`src/rtl/hbs_pkg.sv`:
```
// Shared types and constants for the handle bitmap set.
// Request codes, beat field widths and the controller/datapath interface.
// No dependencies.
`default_nettype none

package hbs_pkg;

  localparam int HANDLE_W   = 10;
  localparam int TOTAL_W    = 11;
  localparam int REQ_W      = 3;
  localparam int IN_DATA_W  = 16;
  localparam int OUT_DATA_W = 40;

  typedef enum logic [REQ_W-1:0] {
    REQ_SET     = 3'd0,
    REQ_CLEAR   = 3'd1,
    REQ_TEST    = 3'd2,
    REQ_CLR_ALL = 3'd3,
    REQ_REWIND  = 3'd4,
    REQ_NEXT    = 3'd5
  } req_t;

  typedef struct packed {
    logic cap;
    logic rd;
    logic exec;
    logic scan_rd;
    logic scan_chk;
    logic load;
  } hbs_cmd_t;

  typedef struct packed {
    logic need_scan;
    logic hit;
  } hbs_sts_t;

endpackage

`default_nettype wire

```
`src/rtl/hbs_ctrl.sv`:
```
// Controller state machine for the handle bitmap set.
// Sequences read, execute, word scan and result load; depends on hbs_pkg.
`default_nettype none

module hbs_ctrl
  import hbs_pkg::*;
(
  input  wire logic     clk,
  input  wire logic     rst_n,
  input  wire logic     in_tvalid,
  output logic          in_tready,
  output logic          out_tvalid,
  input  wire logic     out_tready,
  input  wire hbs_sts_t sts,
  output hbs_cmd_t      cmd
);

  typedef enum logic [2:0] {
    S_IDLE,
    S_READ,
    S_EXEC,
    S_SCAN_RD,
    S_SCAN_CHK,
    S_FIN
  } state_t;

  state_t state_r, state_nxt;
  logic   out_valid_r, out_valid_nxt;
  logic   can_load;

  assign in_tready  = (state_r == S_IDLE);
  assign out_tvalid = out_valid_r;
  assign can_load   = !out_valid_r || out_tready;

  always_comb begin
    cmd           = '0;
    state_nxt     = state_r;
    out_valid_nxt = out_valid_r;
    if (out_valid_r && out_tready) begin
      out_valid_nxt = 1'b0;
    end
    case (state_r)
      S_IDLE: begin
        if (in_tvalid) begin
          cmd.cap   = 1'b1;
          state_nxt = S_READ;
        end
      end
      S_READ: begin
        cmd.rd    = 1'b1;
        state_nxt = S_EXEC;
      end
      S_EXEC: begin
        cmd.exec  = 1'b1;
        state_nxt = sts.need_scan ? S_SCAN_RD : S_FIN;
      end
      S_SCAN_RD: begin
        cmd.scan_rd = 1'b1;
        state_nxt   = S_SCAN_CHK;
      end
      S_SCAN_CHK: begin
        cmd.scan_chk = 1'b1;
        state_nxt    = sts.hit ? S_FIN : S_SCAN_RD;
      end
      S_FIN: begin
        if (can_load) begin
          cmd.load      = 1'b1;
          out_valid_nxt = 1'b1;
          state_nxt     = S_IDLE;
        end
      end
      default: begin
        state_nxt = S_IDLE;
      end
    endcase
  end

  always_ff @(posedge clk) begin
    if (!rst_n) begin
      state_r     <= S_IDLE;
      out_valid_r <= 1'b0;
    end else begin
      state_r     <= state_nxt;
      out_valid_r <= out_valid_nxt;
    end
  end

endmodule

`default_nettype wire

```
`src/rtl/hbs_dp.sv`:
```
// Datapath for the handle bitmap set: bitmap memory with word valid bits,
// member count, highest member, iterator cursor and result registers.
// Depends on hbs_pkg; driven by hbs_ctrl commands.
`default_nettype none

module hbs_dp
  import hbs_pkg::*;
#(
  parameter int NUM_HANDLES = 1024,
  parameter int WORD_BITS   = 32
) (
  input  wire logic                  clk,
  input  wire logic                  rst_n,
  input  wire hbs_cmd_t              cmd,
  output hbs_sts_t                   sts,
  input  wire logic [REQ_W-1:0]      in_req,
  input  wire logic [HANDLE_W-1:0]   in_handle,
  output logic [OUT_DATA_W-1:0]      out_data
);

  localparam int NUM_WORDS = (NUM_HANDLES + WORD_BITS - 1) / WORD_BITS;
  localparam int WIW       = (NUM_WORDS > 1) ? $clog2(NUM_WORDS) : 1;
  localparam int BW        = $clog2(WORD_BITS);
  localparam int AW        = ($clog2(NUM_HANDLES) > HANDLE_W) ? $clog2(NUM_HANDLES) : HANDLE_W;
  localparam int CW        = $clog2(NUM_HANDLES + 1);
  localparam logic [AW:0] NLIM = (AW + 1)'(NUM_HANDLES);

  function automatic logic [BW-1:0] msb_idx(input logic [WORD_BITS-1:0] w);
    logic [BW-1:0] r;
    r = '0;
    for (int i = 0; i < WORD_BITS; i++) begin
      if (w[i]) r = BW'(i);
    end
    return r;
  endfunction

  function automatic logic [BW-1:0] lsb_idx(input logic [WORD_BITS-1:0] w);
    logic [BW-1:0] r;
    r = '0;
    for (int i = WORD_BITS - 1; i >= 0; i--) begin
      if (w[i]) r = BW'(i);
    end
    return r;
  endfunction

  function automatic logic [AW-1:0] word_base(input logic [WIW-1:0] idx);
    return AW'(idx) << BW;
  endfunction

  logic [WORD_BITS-1:0] mem [NUM_WORDS];
  logic [NUM_WORDS-1:0] wvalid_r;
  logic [WORD_BITS-1:0] rdata_r;
  logic                 rvalid_r;

  logic [REQ_W-1:0] req_r;
  logic [AW-1:0]    h_r;
  logic [AW:0]      cursor_r, cursor_nxt;
  logic [CW-1:0]    count_r, count_nxt;
  logic [AW-1:0]    top_r, top_nxt;
  logic             present_r, present_nxt;
  logic [WIW-1:0]   scan_idx_r, scan_idx_nxt;
  logic             scan_up_r, scan_up_nxt;
  logic             res_member_r, res_member_nxt;
  logic [AW-1:0]    res_next_r, res_next_nxt;
  logic             res_nv_r, res_nv_nxt;

  logic                 o_member_r;
  logic [TOTAL_W-1:0]   o_total_r;
  logic [HANDLE_W-1:0]  o_top_r;
  logic                 o_top_valid_r;
  logic [HANDLE_W-1:0]  o_next_r;
  logic                 o_next_valid_r;

  logic [WORD_BITS-1:0] word;
  logic [BW-1:0]        bp, cbp;
  logic [WIW-1:0]       hw, cw, raddr;
  logic                 in_rng, cur_bit;
  logic [WORD_BITS-1:0] bmask, lo_word, hi_word;
  logic                 we, wvalid_clr;
  logic [WORD_BITS-1:0] wdata;
  logic [AW-1:0]        found_h;

  assign word    = rvalid_r ? rdata_r : '0;
  assign bp      = h_r[BW-1:0];
  assign cbp     = cursor_r[BW-1:0];
  assign hw      = WIW'(h_r >> BW);
  assign cw      = WIW'(cursor_r >> BW);
  assign in_rng  = ({1'b0, h_r} < NLIM);
  assign cur_bit = in_rng && word[bp];
  assign bmask   = WORD_BITS'(1) << bp;
  assign lo_word = (word & ~bmask) & ~({WORD_BITS{1'b1}} << bp);
  assign hi_word = word & ({WORD_BITS{1'b1}} << cbp);
  assign raddr   = cmd.scan_rd ? scan_idx_r : ((req_r == REQ_NEXT) ? cw : hw);

  always_comb begin
    cursor_nxt     = cursor_r;
    count_nxt      = count_r;
    top_nxt        = top_r;
    present_nxt    = present_r;
    scan_idx_nxt   = scan_idx_r;
    scan_up_nxt    = scan_up_r;
    res_member_nxt = res_member_r;
    res_next_nxt   = res_next_r;
    res_nv_nxt     = res_nv_r;
    we             = 1'b0;
    wvalid_clr     = 1'b0;
    wdata          = word;
    found_h        = '0;
    sts            = '0;

    if (cmd.cap) begin
      res_member_nxt = 1'b0;
      res_next_nxt   = '0;
      res_nv_nxt     = 1'b0;
    end

    if (cmd.exec) begin
      case (req_r)
        REQ_SET: begin
          res_member_nxt = in_rng;
          if (in_rng && !cur_bit) begin
            we        = 1'b1;
            wdata     = word | bmask;
            count_nxt = count_r + CW'(1);
            if (!present_r || h_r > top_r) begin
              top_nxt     = h_r;
              present_nxt = 1'b1;
            end
          end
        end
        REQ_CLEAR: begin
          if (cur_bit) begin
            we        = 1'b1;
            wdata     = word & ~bmask;
            count_nxt = count_r - CW'(1);
            if (present_r && h_r == top_r) begin
              if (count_r == CW'(1)) begin
                present_nxt = 1'b0;
                top_nxt     = '0;
              end else if (lo_word != '0) begin
                top_nxt = word_base(hw) + AW'(msb_idx(lo_word));
              end else begin
                scan_idx_nxt  = hw - WIW'(1);
                scan_up_nxt   = 1'b0;
                sts.need_scan = 1'b1;
              end
            end
          end
        end
        REQ_TEST: begin
          res_member_nxt = cur_bit;
        end
        REQ_CLR_ALL: begin
          wvalid_clr  = 1'b1;
          count_nxt   = '0;
          top_nxt     = '0;
          present_nxt = 1'b0;
        end
        REQ_REWIND: begin
          cursor_nxt = '0;
        end
        REQ_NEXT: begin
          if (present_r && cursor_r <= {1'b0, top_r}) begin
            if (hi_word != '0) begin
              found_h      = word_base(cw) + AW'(lsb_idx(hi_word));
              res_next_nxt = found_h;
              res_nv_nxt   = 1'b1;
              cursor_nxt   = {1'b0, found_h} + (AW + 1)'(1);
            end else begin
              scan_idx_nxt  = cw + WIW'(1);
              scan_up_nxt   = 1'b1;
              sts.need_scan = 1'b1;
            end
          end
        end
        default: begin
        end
      endcase
    end

    if (cmd.scan_chk) begin
      if (word != '0) begin
        sts.hit = 1'b1;
        if (scan_up_r) begin
          found_h      = word_base(scan_idx_r) + AW'(lsb_idx(word));
          res_next_nxt = found_h;
          res_nv_nxt   = 1'b1;
          cursor_nxt   = {1'b0, found_h} + (AW + 1)'(1);
        end else begin
          top_nxt = word_base(scan_idx_r) + AW'(msb_idx(word));
        end
      end else begin
        scan_idx_nxt = scan_up_r ? scan_idx_r + WIW'(1) : scan_idx_r - WIW'(1);
      end
    end
  end

  always_ff @(posedge clk) begin
    if (we) begin
      mem[hw] <= wdata;
    end
    if (cmd.rd || cmd.scan_rd) begin
      rdata_r  <= mem[raddr];
      rvalid_r <= wvalid_r[raddr];
    end
  end

  always_ff @(posedge clk) begin
    if (!rst_n) begin
      wvalid_r  <= '0;
      cursor_r  <= '0;
      count_r   <= '0;
      top_r     <= '0;
      present_r <= 1'b0;
    end else begin
      if (wvalid_clr) begin
        wvalid_r <= '0;
      end else if (we) begin
        wvalid_r[hw] <= 1'b1;
      end
      cursor_r  <= cursor_nxt;
      count_r   <= count_nxt;
      top_r     <= top_nxt;
      present_r <= present_nxt;
    end
  end

  always_ff @(posedge clk) begin
    if (cmd.cap) begin
      req_r <= in_req;
      h_r   <= AW'(in_handle);
    end
    scan_idx_r   <= scan_idx_nxt;
    scan_up_r    <= scan_up_nxt;
    res_member_r <= res_member_nxt;
    res_next_r   <= res_next_nxt;
    res_nv_r     <= res_nv_nxt;
    if (cmd.load) begin
      o_member_r     <= res_member_r;
      o_total_r      <= TOTAL_W'(count_r);
      o_top_r        <= HANDLE_W'(top_r);
      o_top_valid_r  <= present_r;
      o_next_r       <= HANDLE_W'(res_next_r);
      o_next_valid_r <= res_nv_r;
    end
  end

  assign out_data = {6'd0, o_next_valid_r, o_next_r, o_top_valid_r, o_top_r,
                     o_total_r, o_member_r};

endmodule

`default_nettype wire

```
`src/rtl/handle_bitmap_set_with_max_and_iterator.sv`:
```
// Sequencing: set, clear, test, clear all, rewind and next member without a scan pass
// through the idle (capture), read, execute and final (load) states, and the load waits
// while a result is stalled; each bitmap word a scan visits adds one memory read and one
// check, up to NUM_WORDS - 1 words. Throughput: one request at a time; the controller's
// read-execute-scan loop over the single-port bitmap memory sets the rate. A new beat is
// taken while a result waits. Reset: synchronous, active low; per-word valid bits empty the bitmap at once.
`default_nettype none

module handle_bitmap_set_with_max_and_iterator
  import hbs_pkg::*;
#(
  parameter int NUM_HANDLES = 1024,
  parameter int WORD_BITS   = 32
) (
  input  wire logic                   clk,
  input  wire logic                   rst_n,
  input  wire logic                   in_tvalid,
  output logic                        in_tready,
  input  wire logic [IN_DATA_W-1:0]   in_tdata,   // handle[9:0], zero fill
  input  wire logic [REQ_W-1:0]       in_tuser,   // req_type[2:0]
  output logic                        out_tvalid,
  input  wire logic                   out_tready,
  output logic [OUT_DATA_W-1:0]       out_tdata   // is_member, member_total[11], top_handle[10],
                                                  // top_valid, next_handle[10], next_valid, zero fill
);

  hbs_cmd_t cmd;
  hbs_sts_t sts;

  hbs_ctrl u_ctrl (
    .clk        (clk),
    .rst_n      (rst_n),
    .in_tvalid  (in_tvalid),
    .in_tready  (in_tready),
    .out_tvalid (out_tvalid),
    .out_tready (out_tready),
    .sts        (sts),
    .cmd        (cmd)
  );

  hbs_dp #(
    .NUM_HANDLES (NUM_HANDLES),
    .WORD_BITS   (WORD_BITS)
  ) u_dp (
    .clk       (clk),
    .rst_n     (rst_n),
    .cmd       (cmd),
    .sts       (sts),
    .in_req    (in_tuser),
    .in_handle (in_tdata[HANDLE_W-1:0]),
    .out_data  (out_tdata)
  );

endmodule

`default_nettype wire

```
`config.mk`:
```
export PLATFORM = sky130hd
export DESIGN_NAME = handle_bitmap_set_with_max_and_iterator
export DESIGN_NICKNAME = d
export VERILOG_FILES = /design/src/rtl/hbs_pkg.sv /design/src/rtl/hbs_ctrl.sv /design/src/rtl/hbs_dp.sv /design/src/rtl/handle_bitmap_set_with_max_and_iterator.sv
export SDC_FILE = /design/constraint.sdc
export NUM_CORES = 2
export LEC_CHECK = 0
export BUFFER_PORTS_ARGS = -buffer_cell sky130_fd_sc_hd__buf_2
export CORE_ASPECT_RATIO = 1.4
export CORE_MARGIN = 2
export CORE_UTILIZATION = 62
export DETAILED_ROUTE_END_ITERATION = 8
export GPL_TIMING_DRIVEN = 0
export PLACE_DENSITY = 0.86
export REMOVE_ABC_BUFFERS = 1
export SLEW_MARGIN = 10
export SYNTH_ARGS = -nofsm -noshare
export SYNTH_HDL_FRONTEND = slang
export SYNTH_HIERARCHICAL = 1
export SYNTH_SLANG_ARGS = --single-unit
export TNS_END_PERCENT = 50
```
`constraint.sdc`:
```
create_clock -name clk -period 5.5 [get_ports clk]
set_input_delay 0.55 -clock clk [delete_from_list [all_inputs] [get_ports clk]]
set_output_delay 0.55 -clock clk [all_outputs]
set_load 0.1 [all_outputs]
```
Yosys cells after proc, flatten, opt, wreduce, memory -nomap -nowiden
Memories as Yosys holds them, arrays and structs flattened. A register that Yosys moved wholly into a read port is not among the register bits.
Cells that the tools add are included.

word-level totals
  register bits = 135
  RAM bits = 1,024
  input bits = 23
  output and inout port bits = 42
  memories kept = 1

memory list
  name      words  width  rd ports  clocked after memory_dff  wr ports  line          text
  u_dp.mem  32     32     1         1                         1         hbs_dp.sv:50  logic [WORD_BITS-1:0] mem [NUM_WORDS];

operators by class
  add/subtract/negate cells = 12
  magnitude comparators = 6
  equal/unequal tests = 23
  shift operators = 3
  multiplexer cells = 253
  bitwise logic cells = 8
  reductions and logical operators = 21

operators with widths
  kind                                                         number
  two-way mux 5 bit                                            124
  two-way mux 10 bit                                           18
  two-way mux 32 bit                                           4
  bitwise AND 32 bit                                           3
  nonzero test 32 bit                                          3
  two-way mux 11 bit                                           8
  two-way mux 4 bit                                            16
  inverter 32 bit                                              2
  bitwise OR 32 bit                                            2
  case mux 32 bit (2 select lines)                             1
  << shifter 32 x 5 -> 32 bit (first input constant)           2
  two-way mux 1 bit                                            53
  adder 10 x 5 -> 10 bit                                       4
  two-way mux 3 bit                                            12
  case mux 11 bit (3 select lines)                             1
  << shifter 1 x 5 -> 32 bit (first input constant)            1
  case mux 10 bit (3 select lines)                             1
  adder 10 x 1 -> 11 bit (second input constant)               2
  case mux 11 bit (2 select lines)                             1
  less-than comparator 5 x 6 -> 1 bit (second input constant)  3
  case mux 3 bit (6 select lines)                              1
  equality test 3 x 2 -> 1 bit (second input constant)         4
  equality test 3 bit (second input constant)                  4
  inequality test 2 bit (second input constant)                6
  other kinds (29)                                             50

Logic depth before layout (Yosys ltp)
  depth in word-level cells = 51
  gate-level depth with buffers = 15
  mapped depth without buffers = 13

Modules after synthesis
Netlist, hierarchy kept.

by module, submodules not included
  module    times used  cells each  area an instance (um^2)
  hbs_dp    1           3,112       51,032.7
  hbs_ctrl  1           34          270.3

Worst setup path before layout
OpenSTA, ideal clock, no wires.

  path kind = reg2reg
  start point = register u_dp.h_r[1]
  end point = memory u_dp.mem[31][0] (enable)
  library setup time = 0.423 ns
  arrival time = 3.924 ns
  data required time = 5.077 ns
  path slack = 1.153 ns
  stages on the path, launching flop included = 11
  buffers on the path = 2
  cells stage by stage = edfxtp_1 buf_2 buf_6 mux4_2 mux2i_1 o22ai_2 mux2_4 mux2i_1 nor2_1 nand3_1 nor2_1

on the way
  cells in the longest elaborated chain, start to end = 7
  elaborated cells on any way between the ends = 8
  classes of those cells = 8 x mux

RTL lines
  element                                      line                          text
  from (decl)                                  hbs_dp.sv:56                  logic [AW-1:0] h_r;
  from (signal assigned)                       hbs_dp.sv:231                 h_r <= AW'(in_handle);
  binary-select mux 1 bit (select 5 bit) (*)   hbs_dp.sv:89                  assign cur_bit = in_rng && word[bp];
  two-way mux 1 bit (implied by the code) (*)  hbs_dp.sv:89
  two-way mux 1 bit (on tied branches)         hbs_dp.sv:132, hbs_dp.sv:121
  case mux 1 bit (2 select lines) (*)          hbs_dp.sv:118                 case (req_r)
  two-way mux 1 bit (*)                        hbs_dp.sv:117                 if (cmd.exec) begin
  two-way mux 1 bit (*)                        hbs_dp.sv:199                 if (we) begin
  two-way mux 1 bit (implied by the code) (*)  hbs_dp.sv:200                 mem[hw] <= wdata;
  to (decl)                                    hbs_dp.sv:50

Mark *: on every way between the ends. The rest lies on a longest branch, timed or not. The select of a mux whose other input is x is not followed.

Final worst setup path
  start point = register u_dp.h_r[2]
  end point = memory u_dp.mem[21][3] (data pin)

on the way
  cells in the longest elaborated chain, start to end = 6
  elaborated cells on any way between the ends = 10
  classes of those cells = 1 x shift; 6 x mux; 3 x bitwise

RTL lines
  element                                                                     line           text
  parallel branches: the longest is 4 deep, another holds two-way mux 32 bit  --
  case mux 32 bit (2 select lines) (*)                                        hbs_dp.sv:118
  two-way mux 32 bit (*)                                                      hbs_dp.sv:117
  named net u_dp.wdata[3]                                                     hbs_dp.sv:80   logic [WORD_BITS-1:0] wdata;

Mark *: on every way through the listed nets, which the timed path passes. The select of a mux whose other input is x is not followed.

==> flow_metrics.tcl <==
set metrics [dict create \
    ys_ff_latch 1191 \
    async_flop_share_pct 0 \
    failed_checks "DRC, setup timing" \
    clk_pin_slew_worst_paths_ns 0.06 \
    rows 124 \
    core-area_um2 81800 \
    cts_htree_levels 3 \
    hold_depth 1 \
    fin_hold_ws_ns 0.0205 \
    layout-drive-gt1-share_pct 25.5 \
    worst_pin_slew_ns 1.28 \
    cts_buffer_depth 3 \
    post-dp-hpwl_um 97000 \
    hp-class "input port to flop" \
    slowest_stage "mux2i_2" \
    hold_start "in_tdata[6]" \
    path_delay_family "simple AND/OR/NAND/NOR gates" \
    leakagePower_nw 19.5 \
    slew_violations 0 \
    synth_edf_count 1105 \
    holdPathEnd "u_dp/h_r[6]" \
    r2r-start "u_dp/h_r[2]" \
    grtUsageTotal_pct 38.9 \
    fin_nets 3326 \
    route.vias.total 33298 \
    critPathLaunchType "flop" \
    path_buf_inv 3 \
    synth_top_area_share_pct 64.7 \
    grt_setup_unrepaired "no" \
    ios 65 \
    timing.final.crit_period_ns 5.54 \
    max_slew_margin_pct 14.2 \
    ys_seq_area_share_pct 68.0 \
    viasPerCell 7.52 \
    r2r_end "u_dp/mem[21][3]" \
    grt_max_degree 34 \
    cts_tree "yes" \
    ff_latch_area_um2 34900 \
    syn_area_um2 51300 \
    crit_type "flop to flop" \
    endpoint_kind "flop" \
    synth_top_area_cell "edfxtp_1" \
    reg2reg_setup_slack_ns -0.04 \
    cap_viol_max_count 0 \
    antenna_found_initial 5 \
    wl_per_cell_um 36.6 \
    setup_viol_count_final 19 \
    die_h_um 344 \
    synthCells 3146 \
    irDropWorstVdd_mv 0.306 \
    finalClockSkew_ns 0.0373 \
    cts_root_buffer "clkbuf_16" \
    netlist_top_cells_area "edfxtp_1 65%, mux4_2 12%, dfxtp_1 3.4%, a21oi_1 1.5%, mux2_2 1.5%" \
    grt.overflow.total 0 \
    grt_pass1_vias 33227 \
    fin_ws_ns -0.0367 \
    crit_path_max_incr_delay_ns 0.82 \
    die_w_um 247 \
    cp_cell_sequence "buf_8 > inv_2 > mux2i_1 > o22ai_2 > mux2i_2 > nand2_1 > nor2_1 > a22oi_1 > a21oi_2 > buf_6" \
    dieArea_um2 85100 \
    max_freq_ghz 0.181 \
    dp_cells 4183 \
    first_pass_iters 9 \
    grt_pass1_wl_um 233000 \
    ys_types 98 \
    fin_cells 4428 \
    gp_congestion 0.986 \
    fill_cells 4396 \
    drt_iter0_drc 5169 \
    critPathArrivalTime_ns 6.07 \
    cts_buffers 105 \
    syn_area_per_cell_um2 16.3 \
    fin_crit_sh_pct 101 \
    wl_um 162000 \
    rr_worst_depth 10 \
    final-hold-violation-count 0 \
    clock_sinks 1191 \
    path_max_fanout 19 \
    cts_hold_buf 0 \
    drtAntennaViolNets 0 \
    start_util_pct 62.7 \
    multi_input_area_um2 15800 \
    crit_required_ns 6.03 \
    route.detailed.drc 244 \
    status "complete, but fails checks" \
    synth_ff_type "edfxtp_1" \
    area_growth_pct 15.8 \
    clock_latency_ns 0.70 \
    port_buffers 52 \
    yosys_warnings 6 \
    power.density_nw_per_um2 343 \
]
==> flip-flops by register name (all words and copies together) (netlist names), 3 cells and up <==
name	flops
u_dp/scan_idx_r	5
u_dp/res_next_r	10
u_dp/wvalid_r	32
u_dp/cursor_r	11
u_dp/req_r	3
u_dp/count_r	11
u_dp/top_r	10
u_ctrl/state_r	3
u_dp/o_next_r	10
u_dp/rdata_r	32
u_dp/o_total_r	11
u_dp/mem	1024
u_dp/o_top_r	10
u_dp/h_r	10
==> report_power, final <==
part | total (mW) | switching [mW] | internal (mW)
clock network | 7.54 | 3.38 | 4.16
registers | 10.3 | 0.212 | 10.1
logic | 2.50 | 1.50 | 1.01
total | 20.4 | 5.09 | 15.3
==> kinds of logic after synthesis <==
kind of cell               share of synthesized area [%]
AOI/OAI and AO/OA                                   7.92
xor gates and xnor gates                           0.376
adders and majority gates                          0.863
buffers and inverters                               2.29
DFF                                                 68.0
muxes                                               14.9
other                                            0.00731
and+or+nand+nor                                     5.63
==> routing by layer <==
layer / vias up / global-route usage (%) / share of wire, %
li1: 12885 / - / -
met1: 16369 / 46.1 / 31
met2: 3081 / 60.7 / 46
met3: 957 / 11.2 / 13
met4: 6 / 29.4 / 9.8
met5: - / 0 / 0.028
==> cell usage in the layout (no fill, tap or decap), drive strengths merged, types with 22 or more instances in the layout <==
cell type,count
nor3,31
buf,240
inv,47
nand3,43
clkbuf,129
and3,24
o211ai,49
o21ai,140
mux4,272
ha,33
mux2,68
nand2,180
o22ai,22
edfxtp,1105
a21oi,154
nand2b,24
dfxtp,86
o21a,42
clkinv,42
nor2,168
mux2i,74
==> how the worst max path moves through the flow <==
stage                  startpoint          endpoint  cells past startpoint
floorplan           u_dp/req_r[0]     u_dp/rvalid_r                      9
global placement    u_dp/req_r[0]  u_dp/rdata_r[18]                      9
detailed placement    u_dp/h_r[3]   u_dp/mem[27][9]                      8
CTS                   u_dp/h_r[0]   u_dp/mem[21][3]                     10
global route          u_dp/h_r[2]   u_dp/mem[22][3]                     10
finish                u_dp/h_r[2]   u_dp/mem[21][3]                     10
==> final cells by class <==
| cell class | instances | share of cell area, % |
|---|---|---|
| well taps | 1071 | 2.26 |
| repair buffers | 240 | 6.26 |
| clock buffers | 129 | 4.71 |
| diodes | 1 | 0.00421 |
| clock inverters | 65 | 1.14 |
| flip-flops and latches | 1191 | 58.7 |
| inverters | 42 | 0.265 |
| multi-input cells | 1689 | 26.6 |
==> timing repair <==
item                                   in CTS  in global routing
pin swaps                                  16                  1
setup endpoints to repair                1056                380
endpoints found under the hold margin       0                  0
setup buffers                              43                  7
gates resized for setup                     6                  3
==> cells in the mapped netlist (23+ instances only) <==
master / instances
a21oi_1: 154
and3_1: 24
buf_1: 37
buf_2: 42
clkbuf_1: 129
dfxtp_1: 86
edfxtp_1: 1105
ha_1: 33
inv_1: 40
mux2_2: 67
mux2i_1: 74
mux4_2: 272
nand2_1: 180
nand2b_1: 23
nand3_1: 42
nor2_1: 168
nor3_1: 31
o211ai_1: 49
o21a_1: 42
o21ai_0: 137
==> stage by stage <==
stage	power (mW)	utilization (%)	TNS [ns]	setup slack (ns)	instance area, um2
2_1_floorplan	12.7	-	-609.40	-18.99	50300
3_3_place_gp	13.8	63.5	-6262.90	-32.37	51900
3_5_place_dp	12.8	67.8	-622.61	-0.843	55400
4_1_cts	20.3	72.6	0	0.0539	59300
5_1_grt	20.8	72.7	0	0.0395	59400
6_report	20.4	72.7	-0.637	-0.0367	59400
Power figures use the tool's default switching activity.
